## src/rtl/rrts_pkg.sv

```systemverilog
// Shared types and constants for the round-robin thread scheduler.
package rrts_pkg;

  localparam int unsigned SLOT_COUNT_DEF = 16;
  localparam int unsigned REQ_W          = 3;
  localparam int unsigned KEY_W          = 64;
  localparam int unsigned SLOT_FIELD_W   = 4;
  localparam int unsigned STATUS_W       = 2;

  typedef enum logic [REQ_W-1:0] {
    REQ_CREATE      = 3'd0,
    REQ_YIELD       = 3'd1,
    REQ_EXIT        = 3'd2,
    REQ_WAIT        = 3'd3,
    REQ_NOTIFY      = 3'd4,
    REQ_NOTIFY_ALL  = 3'd5,
    REQ_START       = 3'd6,
    REQ_MAIN_RETURN = 3'd7
  } req_e;

  typedef enum logic [STATUS_W-1:0] {
    STATUS_DONE     = 2'd0,
    STATUS_FULL     = 2'd1,
    STATUS_NO_READY = 2'd2
  } status_e;

  typedef enum logic [2:0] {
    CELL_NOP,
    CELL_CLAIM,
    CELL_FREE,
    CELL_SLEEP,
    CELL_NOTIFY,
    CELL_NOTIFY_ALL
  } cell_op_e;

  typedef enum logic {
    SCAN_FREE,
    SCAN_READY
  } scan_mode_e;

  typedef enum logic [2:0] {
    ST_IDLE,
    ST_MODIFY,
    ST_LOAD,
    ST_SCAN,
    ST_FINISH
  } state_e;

  typedef struct packed {
    cell_op_e         op;
    scan_mode_e       mode;
    logic             tok_load;
    logic             tok_shift;
    logic [KEY_W-1:0] key;
  } cell_cmd_t;

endpackage

```

## src/rtl/rrts_cell.sv

```systemverilog
// One thread slot: in-use, ready and wait-key state plus a scan token stage.
module rrts_cell (
  input  logic               clk_i,
  input  logic               rst_ni,
  input  rrts_pkg::cell_cmd_t cmd_i,
  input  logic               sel_i,
  input  logic               tok_i,
  output logic               tok_o,
  output logic               hit_o
);

  logic                       in_use_q, in_use_d;
  logic                       ready_q, ready_d;
  logic [rrts_pkg::KEY_W-1:0] key_q, key_d;
  logic                       tok_q, tok_d;
  logic                       key_match;

  assign key_match = (key_q == cmd_i.key);

  always_comb begin
    in_use_d = in_use_q;
    ready_d  = ready_q;
    key_d    = key_q;
    case (cmd_i.op)
      rrts_pkg::CELL_CLAIM: begin
        if (sel_i) begin
          in_use_d = 1'b1;
          ready_d  = 1'b1;
        end
      end
      rrts_pkg::CELL_FREE: begin
        if (sel_i) begin
          in_use_d = 1'b0;
        end
      end
      rrts_pkg::CELL_SLEEP: begin
        if (sel_i) begin
          ready_d = 1'b0;
          key_d   = cmd_i.key;
        end
      end
      rrts_pkg::CELL_NOTIFY: begin
        if (sel_i && key_match) begin
          ready_d = 1'b1;
        end
      end
      rrts_pkg::CELL_NOTIFY_ALL: begin
        if (key_match) begin
          ready_d = 1'b1;
        end
      end
      default: begin
      end
    endcase
  end

  always_comb begin
    tok_d = tok_q;
    if (cmd_i.tok_load) begin
      tok_d = sel_i;
    end else if (cmd_i.tok_shift) begin
      tok_d = tok_i;
    end
  end

  always_ff @(posedge clk_i or negedge rst_ni) begin
    if (!rst_ni) begin
      in_use_q <= 1'b0;
      ready_q  <= 1'b0;
      key_q    <= '0;
      tok_q    <= 1'b0;
    end else begin
      in_use_q <= in_use_d;
      ready_q  <= ready_d;
      key_q    <= key_d;
      tok_q    <= tok_d;
    end
  end

  assign tok_o = tok_q;
  assign hit_o = tok_q & ((cmd_i.mode == rrts_pkg::SCAN_FREE) ? !in_use_q
                                                             : (in_use_q & ready_q));

endmodule

```

## src/rtl/round_robin_thread_scheduler_top.sv

```systemverilog
// Round-robin thread scheduler: sequencer over a ring of slot cells.
// Notify, notify-all and main-return pass through modify and finish; create, yield,
// exit, wait and start also load and scan, the scan token stepping one cell per cycle
// around the ring. One item in flight; the next is taken once
// the result sits in the output register. Reset (async, active low) clears all
// slots, keys, current/main thread and the output valid.
module round_robin_thread_scheduler_top #(
  parameter int unsigned SLOT_COUNT = rrts_pkg::SLOT_COUNT_DEF
) (
  input  logic                                clk_i,
  input  logic                                rst_ni,
  input  logic                                in_valid_i,
  output logic                                in_ready_o,
  input  logic [rrts_pkg::REQ_W-1:0]          req_type_i,
  input  logic [rrts_pkg::KEY_W-1:0]          wait_key_i,
  input  logic [rrts_pkg::SLOT_FIELD_W-1:0]   target_slot_i,
  output logic                                out_valid_o,
  input  logic                                out_ready_i,
  output logic [rrts_pkg::STATUS_W-1:0]       status_o,
  output logic [rrts_pkg::SLOT_FIELD_W-1:0]   result_slot_o,
  output logic                                switch_now_o,
  output logic [rrts_pkg::SLOT_FIELD_W-1:0]   previous_slot_o,
  output logic                                running_valid_o,
  output logic [rrts_pkg::SLOT_FIELD_W-1:0]   running_slot_o
);

  localparam int unsigned SW = $clog2(SLOT_COUNT);
  localparam logic [SW-1:0] LAST_SLOT = SW'(SLOT_COUNT - 1);

  rrts_pkg::state_e  state_q, state_d;
  rrts_pkg::req_e    req_q, req_d;
  logic [rrts_pkg::KEY_W-1:0]        key_q, key_d;
  logic [rrts_pkg::SLOT_FIELD_W-1:0] tgt_q, tgt_d;
  logic [SW-1:0]     prev_q, prev_d;
  logic              cur_valid_q, cur_valid_d;
  logic [SW-1:0]     cur_q, cur_d;
  logic              main_valid_q, main_valid_d;
  logic [SW-1:0]     main_q, main_d;
  logic [SW-1:0]     pos_q, pos_d;
  logic [SW-1:0]     cnt_q, cnt_d;
  rrts_pkg::status_e res_status_q, res_status_d;
  logic [SW-1:0]     res_slot_q, res_slot_d;
  logic              res_sw_q, res_sw_d;
  logic              out_valid_q, out_valid_d;
  logic              out_load;

  rrts_pkg::cell_cmd_t cmd;
  logic [SLOT_COUNT-1:0] sel;
  logic [SLOT_COUNT-1:0] tok_vec;
  logic [SLOT_COUNT-1:0] hit_vec;
  logic                  hit;
  logic                  scan_req;
  logic [SW-1:0]         start_idx;
  logic [SW-1:0]         sel_idx;
  logic                  sel_en;

  for (genvar g = 0; g < SLOT_COUNT; g++) begin : g_cell
    rrts_cell u_cell (
      .clk_i  (clk_i),
      .rst_ni (rst_ni),
      .cmd_i  (cmd),
      .sel_i  (sel[g]),
      .tok_i  (tok_vec[(g + SLOT_COUNT - 1) % SLOT_COUNT]),
      .tok_o  (tok_vec[g]),
      .hit_o  (hit_vec[g])
    );
  end

  assign hit      = |hit_vec;
  assign scan_req = req_q inside {rrts_pkg::REQ_CREATE, rrts_pkg::REQ_YIELD,
                                  rrts_pkg::REQ_EXIT, rrts_pkg::REQ_WAIT,
                                  rrts_pkg::REQ_START};
  assign start_idx = (req_q == rrts_pkg::REQ_CREATE || req_q == rrts_pkg::REQ_START
                      || !cur_valid_q) ? '0
                   : ((cur_q == LAST_SLOT) ? '0 : cur_q + 1'b1);
  assign out_load  = !out_valid_q || out_ready_i;

  always_comb begin
    for (int i = 0; i < SLOT_COUNT; i++) begin
      sel[i] = sel_en && (sel_idx == SW'(i));
    end
  end

  // next state
  always_comb begin
    state_d = state_q;
    case (state_q)
      rrts_pkg::ST_IDLE: begin
        if (in_valid_i) begin
          state_d = rrts_pkg::ST_MODIFY;
        end
      end
      rrts_pkg::ST_MODIFY: begin
        state_d = scan_req ? rrts_pkg::ST_LOAD : rrts_pkg::ST_FINISH;
      end
      rrts_pkg::ST_LOAD: begin
        state_d = rrts_pkg::ST_SCAN;
      end
      rrts_pkg::ST_SCAN: begin
        if (hit || cnt_q == LAST_SLOT) begin
          state_d = rrts_pkg::ST_FINISH;
        end
      end
      rrts_pkg::ST_FINISH: begin
        if (out_load) begin
          state_d = rrts_pkg::ST_IDLE;
        end
      end
      default: begin
        state_d = rrts_pkg::ST_IDLE;
      end
    endcase
  end

  // outputs and datapath
  always_comb begin
    cmd.op        = rrts_pkg::CELL_NOP;
    cmd.mode      = (req_q == rrts_pkg::REQ_CREATE) ? rrts_pkg::SCAN_FREE
                                                    : rrts_pkg::SCAN_READY;
    cmd.tok_load  = 1'b0;
    cmd.tok_shift = 1'b0;
    cmd.key       = key_q;
    sel_en        = 1'b0;
    sel_idx       = '0;
    req_d         = req_q;
    key_d         = key_q;
    tgt_d         = tgt_q;
    prev_d        = prev_q;
    cur_valid_d   = cur_valid_q;
    cur_d         = cur_q;
    main_valid_d  = main_valid_q;
    main_d        = main_q;
    pos_d         = pos_q;
    cnt_d         = cnt_q;
    res_status_d  = res_status_q;
    res_slot_d    = res_slot_q;
    res_sw_d      = res_sw_q;
    out_valid_d   = out_valid_q && !out_ready_i;
    in_ready_o    = 1'b0;

    case (state_q)
      rrts_pkg::ST_IDLE: begin
        in_ready_o = 1'b1;
        if (in_valid_i) begin
          req_d  = rrts_pkg::req_e'(req_type_i);
          key_d  = wait_key_i;
          tgt_d  = target_slot_i;
          prev_d = cur_valid_q ? cur_q : '0;
        end
      end
      rrts_pkg::ST_MODIFY: begin
        res_status_d = rrts_pkg::STATUS_DONE;
        res_slot_d   = '0;
        res_sw_d     = 1'b0;
        case (req_q)
          rrts_pkg::REQ_EXIT: begin
            cmd.op  = rrts_pkg::CELL_FREE;
            sel_en  = cur_valid_q;
            sel_idx = cur_q;
          end
          rrts_pkg::REQ_WAIT: begin
            cmd.op  = rrts_pkg::CELL_SLEEP;
            sel_en  = cur_valid_q;
            sel_idx = cur_q;
          end
          rrts_pkg::REQ_NOTIFY: begin
            cmd.op  = rrts_pkg::CELL_NOTIFY;
            sel_en  = (32'(tgt_q) < SLOT_COUNT);
            sel_idx = SW'(tgt_q);
          end
          rrts_pkg::REQ_NOTIFY_ALL: begin
            cmd.op = rrts_pkg::CELL_NOTIFY_ALL;
          end
          rrts_pkg::REQ_MAIN_RETURN: begin
            cmd.op      = rrts_pkg::CELL_FREE;
            sel_en      = main_valid_q;
            sel_idx     = main_q;
            cur_valid_d = 1'b0;
            cur_d       = '0;
          end
          default: begin
          end
        endcase
      end
      rrts_pkg::ST_LOAD: begin
        cmd.tok_load = 1'b1;
        sel_en       = 1'b1;
        sel_idx      = start_idx;
        pos_d        = start_idx;
        cnt_d        = '0;
      end
      rrts_pkg::ST_SCAN: begin
        if (hit) begin
          res_slot_d = pos_q;
          if (req_q == rrts_pkg::REQ_CREATE) begin
            cmd.op  = rrts_pkg::CELL_CLAIM;
            sel_en  = 1'b1;
            sel_idx = pos_q;
          end else begin
            res_sw_d    = 1'b1;
            cur_valid_d = 1'b1;
            cur_d       = pos_q;
            if (req_q == rrts_pkg::REQ_START) begin
              main_valid_d = 1'b1;
              main_d       = pos_q;
            end
          end
        end else if (cnt_q == LAST_SLOT) begin
          if (req_q == rrts_pkg::REQ_CREATE) begin
            res_status_d = rrts_pkg::STATUS_FULL;
          end else if (req_q == rrts_pkg::REQ_START) begin
            res_status_d = rrts_pkg::STATUS_NO_READY;
          end else if (main_valid_q) begin
            res_sw_d    = 1'b1;
            res_slot_d  = main_q;
            cur_valid_d = 1'b1;
            cur_d       = main_q;
          end else begin
            cur_valid_d = 1'b0;
            cur_d       = '0;
          end
        end else begin
          cmd.tok_shift = 1'b1;
          pos_d         = (pos_q == LAST_SLOT) ? '0 : pos_q + 1'b1;
          cnt_d         = cnt_q + 1'b1;
        end
      end
      rrts_pkg::ST_FINISH: begin
        if (out_load) begin
          out_valid_d = 1'b1;
        end
      end
      default: begin
      end
    endcase
  end

  always_ff @(posedge clk_i or negedge rst_ni) begin
    if (!rst_ni) begin
      state_q      <= rrts_pkg::ST_IDLE;
      cur_valid_q  <= 1'b0;
      cur_q        <= '0;
      main_valid_q <= 1'b0;
      main_q       <= '0;
      out_valid_q  <= 1'b0;
    end else begin
      state_q      <= state_d;
      cur_valid_q  <= cur_valid_d;
      cur_q        <= cur_d;
      main_valid_q <= main_valid_d;
      main_q       <= main_d;
      out_valid_q  <= out_valid_d;
    end
  end

  always_ff @(posedge clk_i) begin
    req_q        <= req_d;
    key_q        <= key_d;
    tgt_q        <= tgt_d;
    prev_q       <= prev_d;
    pos_q        <= pos_d;
    cnt_q        <= cnt_d;
    res_status_q <= res_status_d;
    res_slot_q   <= res_slot_d;
    res_sw_q     <= res_sw_d;
    if (state_q == rrts_pkg::ST_FINISH && out_load) begin
      status_o        <= res_status_q;
      result_slot_o   <= rrts_pkg::SLOT_FIELD_W'(res_slot_q);
      switch_now_o    <= res_sw_q;
      previous_slot_o <= rrts_pkg::SLOT_FIELD_W'(prev_q);
      running_valid_o <= cur_valid_q;
      running_slot_o  <= cur_valid_q ? rrts_pkg::SLOT_FIELD_W'(cur_q) : '0;
    end
  end

  assign out_valid_o = out_valid_q;

  a_token_onehot0: assert property (@(posedge clk_i) disable iff (!rst_ni)
    $onehot0(tok_vec))
    else $error("more than one scan token in the ring");

  a_busy_after_accept: assert property (@(posedge clk_i) disable iff (!rst_ni)
    in_valid_i && in_ready_o |=> !in_ready_o)
    else $error("new item taken while one is in progress");

  a_switch_running: assert property (@(posedge clk_i) disable iff (!rst_ni)
    out_valid_o && switch_now_o |-> running_valid_o && running_slot_o == result_slot_o)
    else $error("switch target differs from running slot");

endmodule

```

## config.mk

```make
export PLATFORM = sky130hd
export DESIGN_NAME = round_robin_thread_scheduler_top
export DESIGN_NICKNAME = d
export VERILOG_FILES = /design/src/rtl/rrts_pkg.sv /design/src/rtl/rrts_cell.sv /design/src/rtl/round_robin_thread_scheduler_top.sv
export SDC_FILE = /design/constraint.sdc
export NUM_CORES = 2
export LEC_CHECK = 0
export BUFFER_PORTS_ARGS = -buffer_cell sky130_fd_sc_hd__buf_2
export CORE_UTILIZATION = 50
export CTS_CLUSTER_SIZE = 30
export DETAILED_ROUTE_END_ITERATION = 10
export PLACE_DENSITY = 0.65
export SLEW_MARGIN = 20
export SYNTH_ARGS = -nofsm -noshare
export SYNTH_HDL_FRONTEND = slang
export SYNTH_SLANG_ARGS = --single-unit
```

## constraint.sdc

```tcl
create_clock -name clk_i -period 3.2 [get_ports clk_i]
set_input_delay 0 -clock clk_i [delete_from_list [all_inputs] [get_ports clk_i]]
set_output_delay 0 -clock clk_i [all_outputs]
set_load 0.02 [all_outputs]
```

Word level (Yosys, flattened, before mapping)

Cells that the tools add are included.

Register bits: 1192
Input bits: 75
Output and inout port bits: 18
Logic and storage cells: 600

Add/sub/neg operators: 3
Equal/unequal tests: 143
Muxes and demuxes: 211
Bitwise gates (word level): 33
Reduce and logical (&&, ||, !) cells: 125

Operator list:

| kind                                                                     | number |
|---|---|
| 64-bit equality test                                                     | 16 |
| 2-bit by 1-bit inequality test with 1-bit output (second input constant) | 80 |
| 1-bit two-way mux                                                        | 135 |
| 5-bit AND reduction                                                      | 19 |
| 4-bit two-way mux                                                        | 22 |
| 1-bit one-hot mux with 4 select lines                                    | 16 |
| 3-bit AND reduction                                                      | 18 |
| 4-bit equality test (second input constant)                              | 11 |
| 1-bit one-hot mux with 2 select lines                                    | 18 |
| 1-bit logical AND                                                        | 34 |
| 2-bit AND reduction                                                      | 17 |
| 1-bit AND                                                                | 32 |
| 4-bit one-hot mux with 2 select lines                                    | 4 |
| 4-bit one-hot mux with 3 select lines                                    | 2 |
| 3-bit equality test (second input constant)                              | 7 |
| 1-bit zero test                                                          | 19 |
| 3-bit by 2-bit equality test with 1-bit output (second input constant)   | 6 |
| 4-bit by 3-bit equality test with 1-bit output (second input constant)   | 4 |
| 2-bit inequality test (second input constant)                            | 8 |
| 16-bit OR reduction                                                      | 1 |
| 3-bit inequality test (second input constant)                            | 5 |
| 3-bit one-hot mux with 5 select lines                                    | 1 |
| 4-bit by 1-bit adder with 4-bit output (second input constant)           | 3 |
| 3-bit two-way mux                                                        | 4 |
| other kinds (17)                                                         | 33 |

Depth between registers and ports, before layout

Depth after elaboration: 11
Mapped depth: 13

Modules after synthesis

Synthesis repeated with hierarchy kept, for this count alone.

Cell total of the unflattened synthesis: 4167
Area, all modules: 61769.2 um2

Modules (own cells, without submodules):

| module                           | instances | cells each | area an instance (um2) | seq. area each (um2) |
|---|---|---|---|---|
| rrts_cell                        | 16        | 240        | 3558.4                 | 1676.6 |
| round_robin_thread_scheduler_top | 1         | 327        | 4834.6                 | 3533.4 |

Worst setup path after synthesis

Ideal clock, no wire load.

Path kind: register to register
From: reg state_q[1]
To: reg key_q[0] (netlist name) (enable)
Library setup time: 0.441 ns
Data arrival time: 2.920 ns
Required time: 2.759 ns
Slack: -0.161 ns
Stages on the path, launching flop included: 4
Path buffers: 1
Clock period less this slack: 3.361 ns
Path through: dfrtp_1 > buf_2 > nor3_1 > and2_1

Longest elaborated chain between the ends: 2

Ends and longest elaborated chain:

| element                       | line                                    | source |
|---|---|---|
| start: declaration            | round_robin_thread_scheduler_top.sv:30  | `rrts_pkg::state_e state_q, state_d;` |
| start signal: assignment      | round_robin_thread_scheduler_top.sv:240 | `state_q <= rrts_pkg::ST_IDLE;` |
| start signal: assignment      | round_robin_thread_scheduler_top.sv:247 | `state_q <= state_d;` |
| 3-bit zero test               | round_robin_thread_scheduler_top.sv:141 | `case (state_q)` |
| 2-bit AND reduction (no line) | --                                      |  |
| end signal: assignment        | round_robin_thread_scheduler_top.sv:258 | `key_q <= key_d;` |
| end: declaration              | round_robin_thread_scheduler_top.sv:32  | `logic [rrts_pkg::KEY_W-1:0] key_q, key_d;` |

Every way passes these cells.
A chain may end at the register's enable or synchronous reset.

Worst setup path after layout

From: reg req_q[1]
To: reg g_cell[12].u_cell.key_q[29] (netlist name)

Longest elaborated chain between the ends: 9
Elaborated cells on any way between the ends: 61
Those cells by class: 8 x eq/ne; 29 x mux; 16 x bitwise; 8 x reduce/logical

Ends and longest elaborated chain:

| element                               | line                                                                                                                     | source |
|---|---|---|
| start: declaration                    | round_robin_thread_scheduler_top.sv:31                                                                                   | `rrts_pkg::req_e req_q, req_d;` |
| start signal: assignment              | round_robin_thread_scheduler_top.sv:257                                                                                  | `req_q <= req_d;` |
| 3-bit zero test                       | round_robin_thread_scheduler_top.sv:73, round_robin_thread_scheduler_top.sv:118, round_robin_thread_scheduler_top.sv:195 |  |
| 1-bit two-way mux                     | rrts_cell.sv:81                                                                                                          | `assign hit_o = tok_q & ((cmd_i.mode == rrts_pkg::SCAN_FREE) ? !in_use_q` |
| 1-bit AND                             | rrts_cell.sv:81                                                                                                          |  |
| 16-bit OR reduction                   | round_robin_thread_scheduler_top.sv:69                                                                                   | `assign hit = \|hit_vec;` |
| 4-bit two-way mux                     | round_robin_thread_scheduler_top.sv:193                                                                                  | `if (hit) begin` |
| 4-bit one-hot mux with 3 select lines | round_robin_thread_scheduler_top.sv:141                                                                                  |  |
| 4-bit equality test                   | round_robin_thread_scheduler_top.sv:80                                                                                   | `sel[i] = sel_en && (sel_idx == SW'(i));` |
| 1-bit logical AND                     | round_robin_thread_scheduler_top.sv:80                                                                                   |  |
| 2-bit AND reduction (no line) *       | --                                                                                                                       |  |
| end signal: assignment                | rrts_cell.sv:75                                                                                                          | `key_q <= key_d;` |
| end: declaration                      | rrts_cell.sv:14                                                                                                          | `logic [rrts_pkg::KEY_W-1:0] key_q, key_d;` |

Mark *: on every way between the ends. The rest lies on a longest branch, timed or not.

==> flow_metrics.py <==
metrics = {
    "floorplan": {
        "ios": 93,
        "chipHeight_um": 345,
        "rows": 125,
        "core_sq_mm": 0.116,
        "start_util_pct": 50.6,
        "die_x_um": 345,
        "die_area_sq_mm": 0.119,
    },
    "power_and_ir_drop": {
        "powerDensity_mw_per_mm2": 594,
        "p_sw_mw": 12.7,
        "power_mw": 41.0,
        "total_leakage_power_nw": 32.8,
        "power_switching_share_pct": 30.9,
        "pwr-share-clk_pct": 36.9,
        "pwr-share-seq_pct": 41.1,
        "peakVddDrop_mv": 0.572,
        "power.internal_mw": 28.4,
        "combPwrFrac_pct": 22.0,
    },
    "synth": {
        "synth_common_cells": "1,086 x dfrtp_1, 686 x xnor2_1, 437 x mux2_1",
        "synth-seq-cells": 1192,
        "synth_area_leaders": "dfrtp_1 46%, xnor2_1 10%, mux2_1 8.4%, mux2_4 6.6%, mux2_2 6.4%",
        "syn_avg_cell_area_sq_um": 13.4,
        "synth_cell_types": 78,
        "synth_top_flop_cell": "dfrtp_1",
        "synth_warnings": 0,
        "async_flop_share_pct": 91.1,
        "syn_area_sq_mm": 0.0588,
        "synth_most_common_cell": "dfrtp_1",
        "syn-num-nets": 4463,
        "synth_top_area_cell": "dfrtp_1",
        "synth_top_area_share_pct": 46.2,
        "synth-edff-count": 106,
        "ys_seq_area_share_pct": 51.6,
        "syn_inst": 4385,
    },
    "timing": {
        "period_needed_ps": 3200,
        "fin_crit_sh_pct": 99.9,
        "fin_ws_ps": 1.86,
        "final_hold_viol_count": 0,
        "drv_slew": 0,
        "fmax_mhz": 313,
        "max_slew_margin_pct": 35.4,
        "worstMarginPinSlew_ps": 969,
        "setup_viol": 0,
        "rsz0062_at_grt": "yes",
        "finalClockSkew_ps": 29.0,
        "final.setup.tns_ps": 0,
    },
    "route": {
        "vias": 36231,
        "wl_per_cell_um": 26.5,
        "routed_wirelength_mm": 168,
        "drt_iter0_markers": 2525,
        "dr.pass1.iters": 5,
        "viasPerCell": 5.71,
        "ant_nets": 0,
        "post-route-drc-count": 0,
    },
    "worst_setup_path": {
        "path_class": "flip-flop to flip-flop",
        "worst_setup_path_end_kind": "flip-flop",
        "cp.required_ps": 3830,
        "crit_arrival_ps": 3830,
        "crit_path_max_fanout": 18,
        "critPathLaunchType": "flip-flop",
    },
    "run": {
        "maxCapViolations": 0,
    },
    "outcome": {
        "outcome": "finished clean",
    },
    "cts": {
        "cts_buffer_depth": 3,
        "clk_latency_ps": 760,
        "cts.reportedPaths.clkPinSlew_ps": 60,
        "cts-root-buf": "clkbuf_16",
        "tritoncts": "built",
        "cts_sinks": 1192,
        "h-tree-depth": 4,
        "cts_made_buffers": 132,
    },
    "placed_design": {
        "post-place-ws_ps": 8.36,
        "place.gp.congestion": 0.953,
        "io_buffers": 92,
        "place_inst": 5945,
        "dp_hpwl_mm": 109,
    },
    "final_layout": {
        "fin_nets": 4792,
        "fill_cells": 9287,
        "area_delta_synth_final_pct": 17.4,
        "fin_util_pct": 59.4,
        "final_cells": 6341,
        "drive_above_1_share_pct": 26.9,
    },
    "global_route": {
        "grt_pass1_wl_mm": 249,
        "grt_max_degree": 119,
        "antenna_found_initial": 8,
        "overflow": 0,
        "grt_usage_pct": 28.4,
        "grt_pass1_vias": 36352,
    },
    "hold_path": {
        "holdCritPathClass": "input pin to flip-flop",
    },
}
-- area by class of cell --
cell class | count | area [sq um] | area share (%)
Sequential cell | 1192 | 30400 | 43.9
Multi-Input combinational cell | 2776 | 26400 | 38.2
Timing Repair Buffer | 589 | 6060 | 8.76
Clock buffer | 198 | 3880 | 5.61
Tap cell | 1524 | 1910 | 2.76
Clock inverter | 37 | 390 | 0.565
Inverter | 23 | 86.3 | 0.125
Antenna cell | 2 | 5.00 | 0.00724
-- stage by stage --
step,hold slack (ps),area [sq um]
finish,72.1,69100
global route,57.3,69100
CTS,20.8,68900
detailed placement,22.6,63100
global placement,48.4,63100
floorplan,-296,58800
-- power groups by stage --
stage / sequential, mW / clock [mW] / combinational, mW
floorplan: 16.7 / 0 / 4.82
global placement: 17.1 / 0 / 8.72
global route: 16.9 / 16.0 / 9.49
detailed placement: 17.1 / 0 / 8.77
finish: 16.9 / 15.2 / 9.04
CTS: 16.9 / 15.4 / 8.95
-- flip-flops by register name, summed over array words and instances, names as in the netlist, 16 cells and up --
signal and count:
g_cell.u_cell.key_q 1024, g_cell.u_cell.tok_o 16, key_q 64, g_cell.u_cell.ready_q 16, g_cell.u_cell.in_use_q 16
-- critical path: stages, from the launching register on --
cell and delay (ps):
edfxtp_1 510, buf_12 210, or2_1 260, buf_4 170, nor3_4 210, buf_12 140, a31oi_4 190, nor4_4 320
buf_4 190, and2_2 170, buf_12 150, buf_4 180, mux2_2 350
-- cells by family (layout without fill, tap and decap cells) --
| kind of cell | count (synthesis) | after routing | share of synthesized area, % |
|---|---|---|---|
| other | 0 | 2 | 0 |
| DFF | 1192 | 1192 | 51.6 |
| and+or+nand+nor | 548 | 548 | 5.58 |
| xor gates and xnor gates | 1026 | 1026 | 15.3 |
| adders and majority gates | 3 | 3 | 0.0638 |
| AOI/OAI and AO/OA | 144 | 144 | 1.98 |
| buffers and inverters | 417 | 847 | 3.71 |
| muxes | 1055 | 1055 | 21.8 |
-- repair_timing --
action / in CTS / in global routing
endpoints found under the setup margin: 19 / 600
setup buffers: 0 / 9
endpoints found under the hold margin: 948 / 0
hold buffers: 145 / 0
gates resized for setup: 1 / 11
gates cloned: 0 / 5
pin swaps: 0 / 6
-- metal layers --
| layer | up-vias | wire length (um) | GRT usage, % |
|---|---|---|---|
| met2 | 929 | 77500 | 44.5 |
| met1 | 19142 | 77500 | 41.0 |
| met5 | - | 0 | 0 |
| met4 | 0 | 4590 | 8.24 |
| li1 | 15929 | - | - |
| met3 | 231 | 8720 | 3.88 |
-- cell usage in the layout (no fill, tap or decap), types with 121 or more instances in the layout --
master | Yosys | routed
dfrtp_1 | 1086 | 1085
xnor2_1 | 686 | 686
mux2_1 | 437 | 437
xor2_1 | 339 | 339
mux2_2 | 333 | 333
mux2_4 | 259 | 259
buf_4 | 23 | 234
nand4_1 | 197 | 197
dlygate4sd3_1 | 0 | 144
clkbuf_16 | 0 | 140
nor4_1 | 122 | 121
-- final timing paths --
| check | startpoint | to | slack, ps | cells past startpoint |
|---|---|---|---|---|
| max reg2reg | req_q[1] | g_cell[12].u_cell.key_q[29] | 2 | 12 |
| min reg2reg | res_slot_q[0] | result_slot_o[0] | 420 | 0 |
| min | wait_key_i[58] | key_q[58] | 70 | 2 |
| max in group asynchronous | rst_ni | g_cell[15].u_cell.key_q[10] | 2430 | 3 |
| min in group asynchronous | rst_ni | g_cell[1].u_cell.key_q[3] | 90 | 3 |
| max | req_q[1] | g_cell[12].u_cell.key_q[29] | 2 | 12 |
(Power assumes the default switching activity.)
